`config.mk`:
```
export PLATFORM = sky130hd
export DESIGN_NAME = ptu_mul
export DESIGN_NICKNAME = d
export VERILOG_FILES = /design/src/hw/rtl/ptu_pkg.sv /design/src/hw/rtl/ptu_mul.sv
export SDC_FILE = /design/constraint.sdc
export NUM_CORES = 2
export LEC_CHECK = 0
export BUFFER_PORTS_ARGS = -buffer_cell sky130_fd_sc_hd__buf_4
export CAP_MARGIN = 40
export CORE_AREA = 8 8 320 322
export CTS_BUF_LIST = sky130_fd_sc_hd__clkbuf_8 sky130_fd_sc_hd__clkbuf_16
export DETAILED_ROUTE_END_ITERATION = 12
export DIE_AREA = 0 0 328 330
export GPL_TIMING_DRIVEN = 0
export PLACE_DENSITY = 0.58
export SLEW_MARGIN = 20
export SYNTH_ARGS = -nofsm -noshare
export SYNTH_HDL_FRONTEND = slang
export SYNTH_SLANG_ARGS = --single-unit
```
`constraint.sdc`:
```
create_clock -name aclk -period 13.4 [get_ports aclk]
set_clock_uncertainty 0.2 [all_clocks]
set_input_delay 2.68 -clock aclk [delete_from_list [all_inputs] [get_ports aclk]]
set_output_delay 2.68 -clock aclk [all_outputs]
set_load 0.05 [all_outputs]
```
`src/hw/rtl/ptu_pkg.sv`:
```
// Shared types and constants for the particle table update unit.
// No dependencies; imported by every module of the block.
package ptu_pkg;

    localparam int TABLE_DEPTH_DEF = 64;
    localparam int DATA_W          = 32;
    localparam int SLOT_W          = 6;
    localparam int COUNT_W         = 7;
    localparam int NUM_W           = 40;   // colour numerator, below 256 * lifetime
    localparam int PROD_W          = 64;   // 33 x 33 signed product, kept to 64 bits

    localparam logic KIND_CREATE = 1'b0;
    localparam logic KIND_TICK   = 1'b1;

    // One table row
    typedef struct packed {
        logic [DATA_W-1:0] pos_x;
        logic [DATA_W-1:0] pos_y;
        logic [DATA_W-1:0] vel_x;
        logic [DATA_W-1:0] vel_y;
        logic [DATA_W-1:0] rem;
        logic [DATA_W-1:0] init;
        logic [DATA_W-1:0] start_rgba;
        logic [DATA_W-1:0] end_rgba;
    } ptu_entry_t;

    typedef enum logic [3:0] {
        ST_IDLE,
        ST_CNT_RD,
        ST_CNT_CHK,
        ST_WALK_RD,
        ST_WALK_CHK,
        ST_MOVE_RD,
        ST_MOVE_WR,
        ST_MUL_X,
        ST_ADD_X,
        ST_ADD_Y,
        ST_MUL_S,
        ST_MUL_E,
        ST_SUM,
        ST_DIV,
        ST_EMIT,
        ST_EMPTY
    } ptu_state_t;

    // Divider request
    typedef struct packed {
        logic             start;
        logic [NUM_W-1:0] num;
        logic [DATA_W-1:0] den;
    } ptu_div_req_t;

endpackage

```
`src/hw/rtl/ptu_mul.sv`:
```
// Shared signed 33 x 33 multiplier with a registered product.
// Depends on ptu_pkg.
module ptu_mul (
    input  logic                        aclk,
    input  logic signed [32:0]          a,
    input  logic signed [32:0]          b,
    output logic signed [ptu_pkg::PROD_W-1:0] p_reg
);
    import ptu_pkg::*;

    logic signed [65:0] full;

    // products used here always fit in 64 bits
    assign full = a * b;

    always_ff @(posedge aclk) begin
        p_reg <= full[PROD_W-1:0];
    end
endmodule

```
==> key figures <==
Run status
  • Outcome: finished, final reports clean

Synthesis
  • Mapped Cells: 4207
  • Cell area after synthesis: 39540 um2
  • Ys flop type: dfxtp_1
  • Yosys warnings: 0
  • Post-synthesis sequential area ratio: 3.240%
  • Synth top area share: between 50% and 60%
  • Cell variety after synth: 57
  • Share of synthesized cell area in and, or, nand and nor gates: ~16%
  • Synth area leader: fa_1
  • Post-synthesis adder-cell area fraction: 63.66%
  • Syn avg cell area: 9.399 um2
  • Post-synthesis mux area share: 0.02531%
  • Post-synthesis async set-or-reset flop share: 0%
  • Post-synth EDFFs: 0
  • Post-Synth XOR/XNOR Area: 1.683%
  • Net Count, Synth: roughly 5600
  • Compound-Gate Fraction of Synth Area: 3.253%
  • Ranking of synthesized cells by area: fa_1 (57%), inv_1 (10%), and2_1 (8.7%)
  • Largest family of logic cells by synthesized area: adder cells
  • FF+latch count, synth: 64

Worst hold path
  • Worst hold path class: in -> reg
  • Hold Path Origin: a[0]

Placed design
  • Dpl hpwl: between 100000 and 150000 um
  • PortBufs: 130
  • Final Wtd Congestion: 1.009

GRT
  • Largest net degree at the start of global routing: 25
  • Initial antenna violation count: 14
  • Number of global-route vias before repair: 32204
  • First-pass GRT wire length: approximately 220000 um
  • Global route total overflow: 0
  • Gr usage total: 28.03%

Floorplanning
  • Die width: 328 um
  • Overall die height: 330 um
  • Num rows: between 100 and 150
  • Core area: a little under 100000 um2
  • Full die area: 108200 um2
  • Starting density of the core: 40.59%
  • I/O Pins: 131

STA
  • Fin. max-slew vios: 0
  • Final Critical Period: 11870 ps
  • RSZ-0062 raised after global routing: false
  • Endpoints failing setup: 0
  • Setup TNS: 0 ps
  • Worst-Margin Slew: 1044 ps
  • Fmax: 84.24 MHz
  • Fin. Hold Viols: 0
  • Headroom to the max-slew limit: just over 30%
  • Final worst-path cycle share: approximately nine tenths

Flow run
  • Maxcap violations: 0

Final layout
  • Layout cells sized above 1: 5.195%
  • Total Nets Final: 5826
  • Area Growth Syn to Fin: 9.708%
  • Area of the multi-input gates: approximately 33000 um2
  • Fillers: 9698
  • Max FFs per register: 64
  • Register area: approximately 1300 um2

Route
  • Vias: 29995
  • Detailed Route Iter0 Violations: between 2000 and 2500
  • Routed Antenna Nets: 0
  • DRT Wirelength: 149700 um
  • Routed WL per cell: 26.16 um
  • Remaining DRCs: 0
  • DR pass1 iterations: 6
  • Via density per instance: 5.242

Critical path
  • CP endpoint kind: register
  • CP max FO: 10
  • Critical-path top delay cell: fa_1
  • WP data required: approximately 13000 ps
  • Origin of the worst setup path: b[0]
  • Arrival @ worst endpoint: 11950 ps
  • Most used cell, CP: fa_1
  • Worst stage delay on the critical path: 860 ps
  • Setup crit end: p_reg[60]
  • CP Launch Type: input port
  • CP Class: in -> reg

Clock tree
  • Clock Sinks: 64
  • CTS tree: yes
  • Clock root buffer: clkbuf_16
  • H-tree depth reported by CTS: 3
  • CTS resizes: 0
  • Postcts setup bufs: 0
  • Hold buffer count at cts: 0
  • Clock slew at reported path FFs: 60 ps
  • Clock Path Buffers: 2
  • CTS buffer count: 9
## metal layers
metal  global-route usage [%]  share of wire [%]  vias up
li1                         -                  -    12385
met1                    35.28                 37    15718
met2                    45.21                 46     1480
met3                    4.816                8.7      406
met4                    16.73                7.7        6
met5                   0.7240              0.086        -
## worst min path at each step
stage	to	slack, ps	depth (start not counted)
3_3_place_gp	p_reg[0]	2770	2
3_5_place_dp	p_reg[0]	2780	2
6_report	p_reg[0]	2400	2
4_1_cts	p_reg[0]	2370	2
2_1_floorplan	p_reg[0]	2610	1
5_1_grt	p_reg[0]	2400	2
## critical path, delay by kind of cell
family	cells	cell delay (ps)
compound gates	3	790
fa+ha+maj	9	5240
buf+inv	8	2100
simple gates	5	1110
## layout by cell type, fill, tap and decap left out, types with 9 or more instances in the layout
cell type,n
a21o_1,18
a21oi_1,69
and2_1,548
buf_4,130
buf_6,53
buf_8,21
clkbuf_1,221
clkbuf_16,9
dfxtp_1,64
fa_1,1124
ha_1,212
inv_1,1086
nand2_1,547
nand2b_1,9
nand3_1,18
nand4_1,12
nor2_1,18
nor2b_1,32
nor3_1,11
o21a_1,18
o21ai_0,29
xnor2_1,55
xor2_1,21
## synthesized netlist by cell type, drive strengths merged, types with 4 or more instances
cell type and n:
and3 6, a21boi 4, nand4 12, o211ai 7
xor2 21, o21ai 36, a211oi 9, o21a 18
a21oi 70, nand3 18, a31oi 6, nor2b 32
xnor2 55, nor3 12, nand2 547, clkbuf 222
fa 1125, nor4 4, nor2 18, and2 548
ha 212, a21o 18, o21bai 7, and4 4
or3 4, nand2b 9, o31ai 4, inv 1086
dfxtp 64
## per-stage QoR
| stage | worst slack [ps] | util (%) | area (um2) | hold slack [ps] | instances |
|---|---|---|---|---|---|
| CTS | 1549 | 44.40 | 43250 | 2374 | 5704 |
| global placement | 881.6 | 43.25 | 42130 | 2773 | 5624 |
| global route | 1205 | 44.51 | 43360 | 2397 | 5714 |
| detailed placement | 1177 | 44.07 | 42930 | 2777 | 5688 |
| floorplan | 3256 | - | 39540 | 2607 | 4207 |
| finish | 1529 | 44.53 | 43380 | 2404 | 5722 |
## cell type report
type	instances	area share, %
clock buffers	11	0.5826
clock inverters	5	0.1471
well taps	1287	3.712
repair buffers	204	4.352
plain buffers	222	1.924
inverters	1086	9.397
multi-input cells	2835	76.89
diodes	8	0.04615
flip-flops and latches	64	2.953
## cells by family after synthesis
kind of cell	count (synthesis)
mux	1
compound gates	200
fa+ha+maj	1337
simple gates	1221
buf+inv	1308
flops	64
xor+xnor	76
Power is not shown: default switching activity piles up to over one toggle a cycle in this logic, so the estimate is an artifact.
