**config.mk**
```make
export PLATFORM = sky130hd
export DESIGN_NAME = ptu_div
export DESIGN_NICKNAME = d
export VERILOG_FILES = /design/src/hw/rtl/ptu_pkg.sv /design/src/hw/rtl/ptu_div.sv
export SDC_FILE = /design/constraint.sdc
export NUM_CORES = 1
export LEC_CHECK = 0
export BUFFER_PORTS_ARGS = -buffer_cell sky130_fd_sc_hd__clkbuf_2
export CORE_UTILIZATION = 62
export CTS_CLUSTER_SIZE = 14
export DETAILED_ROUTE_END_ITERATION = 12
export GPL_TIMING_DRIVEN = 0
export PLACE_DENSITY = 0.95
export SLEW_MARGIN = 5
export SYNTH_ARGS = -nofsm -noshare
export SYNTH_HDL_FRONTEND = slang
export SYNTH_SLANG_ARGS = --single-unit
```
**constraint.sdc**
```tcl
create_clock -name aclk -period 9.7 [get_ports aclk]
set_input_delay 1.94 -clock aclk [delete_from_list [all_inputs] [get_ports aclk]]
set_output_delay 1.94 -clock aclk [all_outputs]
set_load 0.01 [all_outputs]
```
**src/hw/rtl/ptu_pkg.sv**
```systemverilog
// Shared types and constants for the particle table update unit.
// No dependencies; imported by every module of the block.
package ptu_pkg;

    localparam int TABLE_DEPTH_DEF = 64;
    localparam int DATA_W          = 32;
    localparam int SLOT_W          = 6;
    localparam int COUNT_W         = 7;
    localparam int NUM_W           = 40;   // colour numerator, below 256 * lifetime
    localparam int PROD_W          = 64;   // 33 x 33 signed product, kept to 64 bits

    localparam logic KIND_CREATE = 1'b0;
    localparam logic KIND_TICK   = 1'b1;

    // One table row
    typedef struct packed {
        logic [DATA_W-1:0] pos_x;
        logic [DATA_W-1:0] pos_y;
        logic [DATA_W-1:0] vel_x;
        logic [DATA_W-1:0] vel_y;
        logic [DATA_W-1:0] rem;
        logic [DATA_W-1:0] init;
        logic [DATA_W-1:0] start_rgba;
        logic [DATA_W-1:0] end_rgba;
    } ptu_entry_t;

    typedef enum logic [3:0] {
        ST_IDLE,
        ST_CNT_RD,
        ST_CNT_CHK,
        ST_WALK_RD,
        ST_WALK_CHK,
        ST_MOVE_RD,
        ST_MOVE_WR,
        ST_MUL_X,
        ST_ADD_X,
        ST_ADD_Y,
        ST_MUL_S,
        ST_MUL_E,
        ST_SUM,
        ST_DIV,
        ST_EMIT,
        ST_EMPTY
    } ptu_state_t;

    // Divider request
    typedef struct packed {
        logic             start;
        logic [NUM_W-1:0] num;
        logic [DATA_W-1:0] den;
    } ptu_div_req_t;

endpackage

```
**src/hw/rtl/ptu_div.sv**
```systemverilog
// Restoring divider, one quotient bit per cycle, 8-bit quotient.
// Depends on ptu_pkg; the numerator must be below 256 times the divisor.
module ptu_div (
    input  logic                 aclk,
    input  logic                 aresetn,
    input  ptu_pkg::ptu_div_req_t req,
    output logic                 done,
    output logic [7:0]           quo
);
    import ptu_pkg::*;

    logic [DATA_W-1:0] part_reg, part_next;
    logic [7:0]        low_reg, low_next;
    logic [DATA_W-1:0] den_reg, den_next;
    logic [2:0]        cnt_reg, cnt_next;
    logic              busy_reg, busy_next;
    logic              done_reg, done_next;
    logic [DATA_W:0]   trial;
    logic              fits;

    assign trial = {part_reg, low_reg[7]};
    assign fits  = trial >= {1'b0, den_reg};

    // one step of long division
    always_comb begin
        part_next = part_reg;
        low_next  = low_reg;
        den_next  = den_reg;
        cnt_next  = cnt_reg;
        busy_next = busy_reg;
        done_next = 1'b0;
        if (req.start) begin
            part_next = req.num[NUM_W-1:8];
            low_next  = req.num[7:0];
            den_next  = req.den;
            cnt_next  = '0;
            busy_next = 1'b1;
        end else if (busy_reg) begin
            part_next = fits ? DATA_W'(trial - {1'b0, den_reg}) : trial[DATA_W-1:0];
            low_next  = {low_reg[6:0], fits};
            cnt_next  = cnt_reg + 3'd1;
            if (cnt_reg == 3'd7) begin
                busy_next = 1'b0;
                done_next = 1'b1;
            end
        end
    end

    always_ff @(posedge aclk) begin
        if (!aresetn) begin
            busy_reg <= 1'b0;
            done_reg <= 1'b0;
            cnt_reg  <= '0;
        end else begin
            busy_reg <= busy_next;
            done_reg <= done_next;
            cnt_reg  <= cnt_next;
        end
        part_reg <= part_next;
        low_reg  <= low_next;
        den_reg  <= den_next;
    end

    assign done = done_reg;
    assign quo  = low_reg;
endmodule

```
==> impl_metrics.json, run 1 <==
{
  "htree_levels": 3,
  "cts_made_buffers": 9,
  "p_per_area_nw_per_um2": 267,
  "clock.fmax_ghz": 0.239,
  "clk_pin_slew_ns": 0.10,
  "grt_overflow": 0,
  "place.port_buffers": 83,
  "crit_arrival_ns": 4.17,
  "leakagePower_nw": 2.62,
  "hold_viol": 0,
  "slowest_delay_ns": 0.90,
  "vias": 4244,
  "status": "complete, no violations",
  "tightestPinTransition_ns": 1.03,
  "worstSetupPathType": "in2reg",
  "synth_nets": 595,
  "dieArea_um2": 8490,
  "synth-xor-area-share_pct": 4.17,
  "synthCells": 485,
  "hp-class": "reg2reg",
  "avgSynthCellArea_um2": 10.4,
  "yosys_warnings": 0,
  "drc": 0,
  "path_cells": "clkbuf_2 > buf_1 > or2_2",
  "rsz0062_at_grt": "no",
  "synth_flop_cell": "edfxtp_1",
  "fillCellCount": 554,
  "routedWlPerCell_um": 18.0,
  "timing.hold.ws_ns": 0.521,
  "setup_tns_ns": 0,
  "end_kind": "register",
  "synth_top_family_by_area": "compound AO/OA/AOI/OAI gates",
  "r2r_slack_ns": 5.89,
  "start_util_pct": 64.5,
  "grt_max_degree": 41,
  "routed_via_density": 6.19,
  "final_nets": 689,
  "grt_pass1_wl_um": 19600,
  "cts_num_sinks": 77,
  "yosys.area.top_type": "edfxtp_1",
  "cts_tree": "yes",
  "period_minus_slack_ns": 4.18,
  "fp.dieH_um": 92.1,
  "ys_types": 60,
  "diodes": 0,
  "cp.required_ns": 9.69,
  "final_cell_mix": "clkbuf_2 (83), edfxtp_1 (72), inv_1 (41)",
  "min_period_over_period_pct": 43.1,
  "grt_usage_pct": 30.3,
  "hold_path.startpoint": "cnt_reg[2]$_SDFFE_PP0P_",
  "drv_cap": 0,
  "rows": 32,
  "slew_headroom_pct": 31.2,
  "antenna_found_initial": 0,
  "finClkSkew_ns": 0.0156,
  "crit_family": "buffers and inverters",
  "async_flop_share_pct": 0,
  "synthAdderAreaFrac_pct": 8.84,
  "cp-startpoint": "req[72]",
  "place_congestion": 0.918,
  "rr_startpoint": "quo[7]$_DFFE_PP_",
  "synth_compound_area_share_pct": 19.2,
  "yosysSeqAreaShare_pct": 44.9,
  "synth-seq-cells": 77,
  "synth-edff-count": 72,
  "synth-simple-area-share_pct": 11.0,
  "peakVddDrop_mv": 0.152,
  "ant_nets": 0,
  "final_common_cell": "clkbuf_2",
  "maxSlewViolCount": 0,
  "cp_max_fo": 40,
  "synthTopCellsByArea": "edfxtp_1 (43%), ha_1 (8.4%), mux2i_1 (4.6%)",
  "ioPinCount": 84,
  "grt_pass1_vias": 4111,
  "first_pass_iters": 5,
  "cts_buffer_depth": 2,
  "core-area_um2": 7810,
  "ctsHoldBuffers": 0,
  "synth_top_area_share_pct": 42.9,
  "slowest_stage": "or2_2",
  "synth_mux_area_share_pct": 7.03,
  "cts-resized-gates": 0,
  "area_growth_pct": 14.9,
  "dp_hpwl_um": 8860,
  "setup_viol": 0,
  "cts_root_buf": "clkbuf_8",
  "drtIter0Drc": 342,
  "drive_gt1_share_pct": 22.3,
  "clk_latency_ns": 0.37,
  "crit_buf_inv": 2,
  "wl_um": 12400,
  "start_kind": "primary input",
  "postCtsSetupBuffers": 0,
  "syn_area_um2": 5040,
  "die_x_um": 92.1
}
-- cells by family after synthesis --
kind of cell / count (synthesis)
buf+inv: 60
flops: 77
simple gates: 117
mux: 34
fa+ha+maj: 35
xor+xnor: 24
compound gates: 138
-- stage by stage --
stage | area, um^2 | utilization (%) | instances | setup WS (ns) | power (W)
2_1_floorplan | 5040 | - | 485 | 6.34 | 0.00108
3_3_place_gp | 5580 | 71.5 | 670 | 5.25 | 0.00123
3_5_place_dp | 5580 | 71.5 | 670 | 5.14 | 0.00127
4_1_cts | 5780 | 74.1 | 686 | 5.55 | 0.00153
5_1_grt | 5780 | 74.1 | 686 | 5.41 | 0.00163
6_report | 5780 | 74.1 | 686 | 5.52 | 0.00155
-- where the power goes --
part | internal [W] | switching (W) | leakage [nW]
Clock | 0.000115 | 0.000143 | 0.103
Sequential | 0.000449 | 0.0000348 | 0.754
Combinational | 0.000335 | 0.000468 | 1.76
-- final timing paths --
check,end,depth (start not counted)
hold reg to reg,cnt_reg[2]$_SDFFE_PP0P_,2
setup reg to reg,part_reg[28]$_DFFE_PP_,12
hold / removal,cnt_reg[2]$_SDFFE_PP0P_,2
setup / recovery,part_reg[2]$_DFFE_PP_,3
-- tightest hold or removal path, cell delays in order (launching register included) --
cell and delay [ns]:
dfxtp_1 0.34, mux2i_1 0.07, nor2_1 0.08
-- layer usage --
layer / routed length (um) / part of all wire [%] / up-vias / GRT usage (%)
met4: 275 / 2.2 / 0 / 10.0
met1: 5170 / 42 / 2006 / 38.7
met3: 998 / 8.1 / 29 / 6.38
met5: 0 / 0 / - / 0
li1: - / - / 1993 / -
met2: 5900 / 48 / 216 / 51.1
-- cell usage after synthesis, types with 3 or more instances --
cell type / number
xnor2_1: 12
ha_1: 34
and3_1: 12
clkbuf_1: 13
nor3_1: 4
dfxtp_1: 5
o21a_1: 7
o211ai_1: 3
edfxtp_1: 72
a221o_1: 5
o31ai_1: 3
a221oi_1: 3
nor2_1: 39
xor2_1: 12
a21oi_2: 3
nand4_1: 4
inv_1: 41
a21oi_1: 37
nand2b_1: 4
a31oi_1: 9
nand2_1: 33
a21o_1: 18
mux2_2: 11
nand3_1: 9
mux2i_1: 23
o21ai_0: 18
a211o_1: 3
o21bai_1: 4
-- layout make-up --
cell class / instances / area (um^2) / area share, %
Clock buffer: 10 / 149 / 2.57
Buffer: 19 / 88.8 / 1.54
Clock inverter: 6 / 56.3 / 0.973
Inverter: 41 / 154 / 2.66
Multi-Input combinational cell: 348 / 2530 / 43.8
Sequential cell: 77 / 2260 / 39.1
Timing Repair Buffer: 83 / 415 / 7.18
Tap cell: 102 / 128 / 2.21
(Power assumes the default switching activity.)
==> inputs of run 2 (changes only) <==
--- a/config.mk
+++ b/config.mk
@@ -6,11 +6,11 @@
 export NUM_CORES = 1
 export LEC_CHECK = 0
 export BUFFER_PORTS_ARGS = -buffer_cell sky130_fd_sc_hd__clkbuf_2
-export CORE_UTILIZATION = 62
+export CORE_UTILIZATION = 52
 export CTS_CLUSTER_SIZE = 14
 export DETAILED_ROUTE_END_ITERATION = 12
 export GPL_TIMING_DRIVEN = 0
-export PLACE_DENSITY = 0.95
+export PLACE_DENSITY = 0.87
 export SLEW_MARGIN = 5
 export SYNTH_ARGS = -nofsm -noshare
 export SYNTH_HDL_FRONTEND = slang
==> constraint.sdc (replaced) <==
create_clock -name aclk -period 3.6 [get_ports aclk]
set_input_delay 0.72 -clock aclk [delete_from_list [all_inputs] [get_ports aclk]]
set_output_delay 0.72 -clock aclk [all_outputs]
set_load 0.01 [all_outputs]
==> run 2 against run 1 <==
Net effect: combinational power grew to 2.7 times the previous value; non-clock buffer count increased by 3; core utilization decreased by 11 points; sequential share of layout area shrank 0.67 points; worst hold slack worse by 0.013 ns; final cell count is 4.4% higher; final area rose by 1.7%; routed wire length decreased by 0.28%; critical endpoint is now part_reg[19]$_DFFE_PP_; count of clock-buffer cells in the layout down 1; die area grew 19%; worst setup slack worse by 5.4 ns; clock skew increased by 0.0063 ns.
==> impl_metrics.json, run 2 (same netlist as run 1, synthesis figures left out) <==
{
  "drv_cap": 0,
  "grt_pass1_vias": 4089,
  "cts_buffer_depth": 2,
  "cp_max_fo": 10,
  "tightestPinTransition_ns": 1.04,
  "slew_headroom_pct": 30.8,
  "power.switching_w": 0.00175,
  "p_comb_share_pct": 52.0,
  "ioPinCount": 84,
  "slowest_delay_ns": 0.49,
  "antenna_found_initial": 0,
  "cts_root_buf": "clkbuf_8",
  "p_int_w": 0.00248,
  "peakVddDrop_mv": 0.338,
  "clock.fmax_ghz": 0.285,
  "min_period_over_period_pct": 97.4,
  "routedWlPerCell_um": 17.2,
  "pwr-share-clk_pct": 17.2,
  "hp-class": "in2reg",
  "grt_usage_pct": 25.7,
  "clk_pin_slew_ns": 0.10,
  "slowest_stage": "a211oi_2",
  "p_sw_share_pct": 41.4,
  "crit_arrival_ns": 3.61,
  "cts_num_sinks": 77,
  "setup_viol": 0,
  "seq_power_share_pct": 30.7,
  "final_cells": 716,
  "final_nets": 692,
  "end_kind": "register",
  "clk_latency_ns": 0.38,
  "wl_um": 12300,
  "ctsHoldBuffers": 0,
  "diodes": 0,
  "area_growth_pct": 16.8,
  "start_kind": "register",
  "first_pass_iters": 5,
  "rsz0062_at_grt": "no",
  "path_cells": "ha_1 > nor2b_1 > o31ai_2 > a21oi_1 > a211oi_2 > o2111ai_4 > nand2_4 > buf_4 > mux2i_1 > a21oi_1",
  "dp.cells": 697,
  "cts_made_buffers": 9,
  "timing.hold.ws_ns": 0.509,
  "leakagePower_nw": 2.64,
  "drc": 0,
  "place_congestion": 0.874,
  "drtIter0Drc": 289,
  "die_x_um": 100,
  "rows": 35,
  "fp.dieH_um": 100,
  "dp_hpwl_um": 8800,
  "drive_gt1_share_pct": 23.5,
  "status": "complete, no violations",
  "routed_via_density": 5.78,
  "placed_area_um2": 5610,
  "hold_viol": 0,
  "finClkSkew_ns": 0.0220,
  "vias": 4138,
  "cts_tree": "yes",
  "dieArea_um2": 10100,
  "place.port_buffers": 83,
  "fin_area_um2": 5880,
  "worstSetupPathType": "reg2reg",
  "maxSlewViolCount": 0,
  "ant_nets": 0,
  "period_minus_slack_ns": 3.51,
  "total_power_w": 0.00424,
  "p_per_area_nw_per_um2": 720,
  "grt_overflow": 0,
  "final_common_cell": "clkbuf_2",
  "start_util_pct": 54.0,
  "cp_common_cell": "a21oi_1",
  "htree_levels": 3,
  "core-area_um2": 9330,
  "grt_max_degree": 41,
  "final_cell_mix": "clkbuf_2 (83), edfxtp_1 (72), inv_1 (41)",
  "grt_pass1_wl_um": 19700,
  "cp.required_ns": 3.70
}
-- run 2: area by class of cell --
class / count / area [um^2]
buffer: 19 / 88.8
clock buffer: 9 / 124
clock inverter: 7 / 86.3
fill: 782 / 3440
inverter: 41 / 154
multi-input combinational: 348 / 2570
sequential: 77 / 2260
tap: 129 / 161
timing repair buffer: 86 / 438
-- run 2: repair_timing --
item                                   4_1_cts  5_1_grt
gates cloned                                 0        0
pin swaps                                    1        2
endpoints found under the hold margin        0        0
setup buffers                                2        1
setup endpoints to repair                    1       18
resized for setup                            1        5
-- run 2: critical path: cells and delay by family, from the launching register on --
family | cells | cell delay, ns
mux | 1 | 0.34
flops | 1 | 0.47
fa+ha+maj | 1 | 0.35
simple gates | 2 | 0.37
buf+inv | 1 | 0.27
compound gates | 5 | 1.43
-- run 2: path summary, 6_finish.rpt --
path	startpoint	to	slack (ns)	depth (start not counted)
setup / recovery	part_reg[0]$_DFFE_PP_	part_reg[19]$_DFFE_PP_	0.09	10
hold reg to reg	cnt_reg[1]$_SDFFE_PP0P_	cnt_reg[1]$_SDFFE_PP0P_	0.52	2
hold / removal	req[28]	den_reg[28]$_DFFE_PP_	0.51	1
setup reg to reg	part_reg[0]$_DFFE_PP_	part_reg[19]$_DFFE_PP_	0.09	10
-- run 2: per-stage QoR --
step	setup slack, ns	setup TNS, ns	util [%]
finish	0.0935	0	63.1
global route	0.0142	0	63.1
CTS	0.00231	0	62.7
detailed placement	-0.0546	-0.0546	60.2
global placement	-0.0553	-0.0553	60.2
floorplan	0.235	0	-
-- run 2: layer usage --
metal / global-route usage (%) / vias up / part of all wire, %
li1: - / 2000 / -
met1: 35.0 / 1941 / 44
met2: 40.9 / 174 / 47
met3: 5.78 / 23 / 7.3
met4: 8.03 / 0 / 1.7
met5: 0 / - / 0
-- run 2: power by group through the flow --
stage                     logic (W)  registers (W)  clock network (W)
after floorplan             0.00162        0.00130                  0
after global placement      0.00202        0.00131                  0
after detailed placement    0.00209        0.00132                  0
after CTS                   0.00213        0.00130           0.000738
after global routing        0.00241        0.00132           0.000771
final                       0.00220        0.00130           0.000729
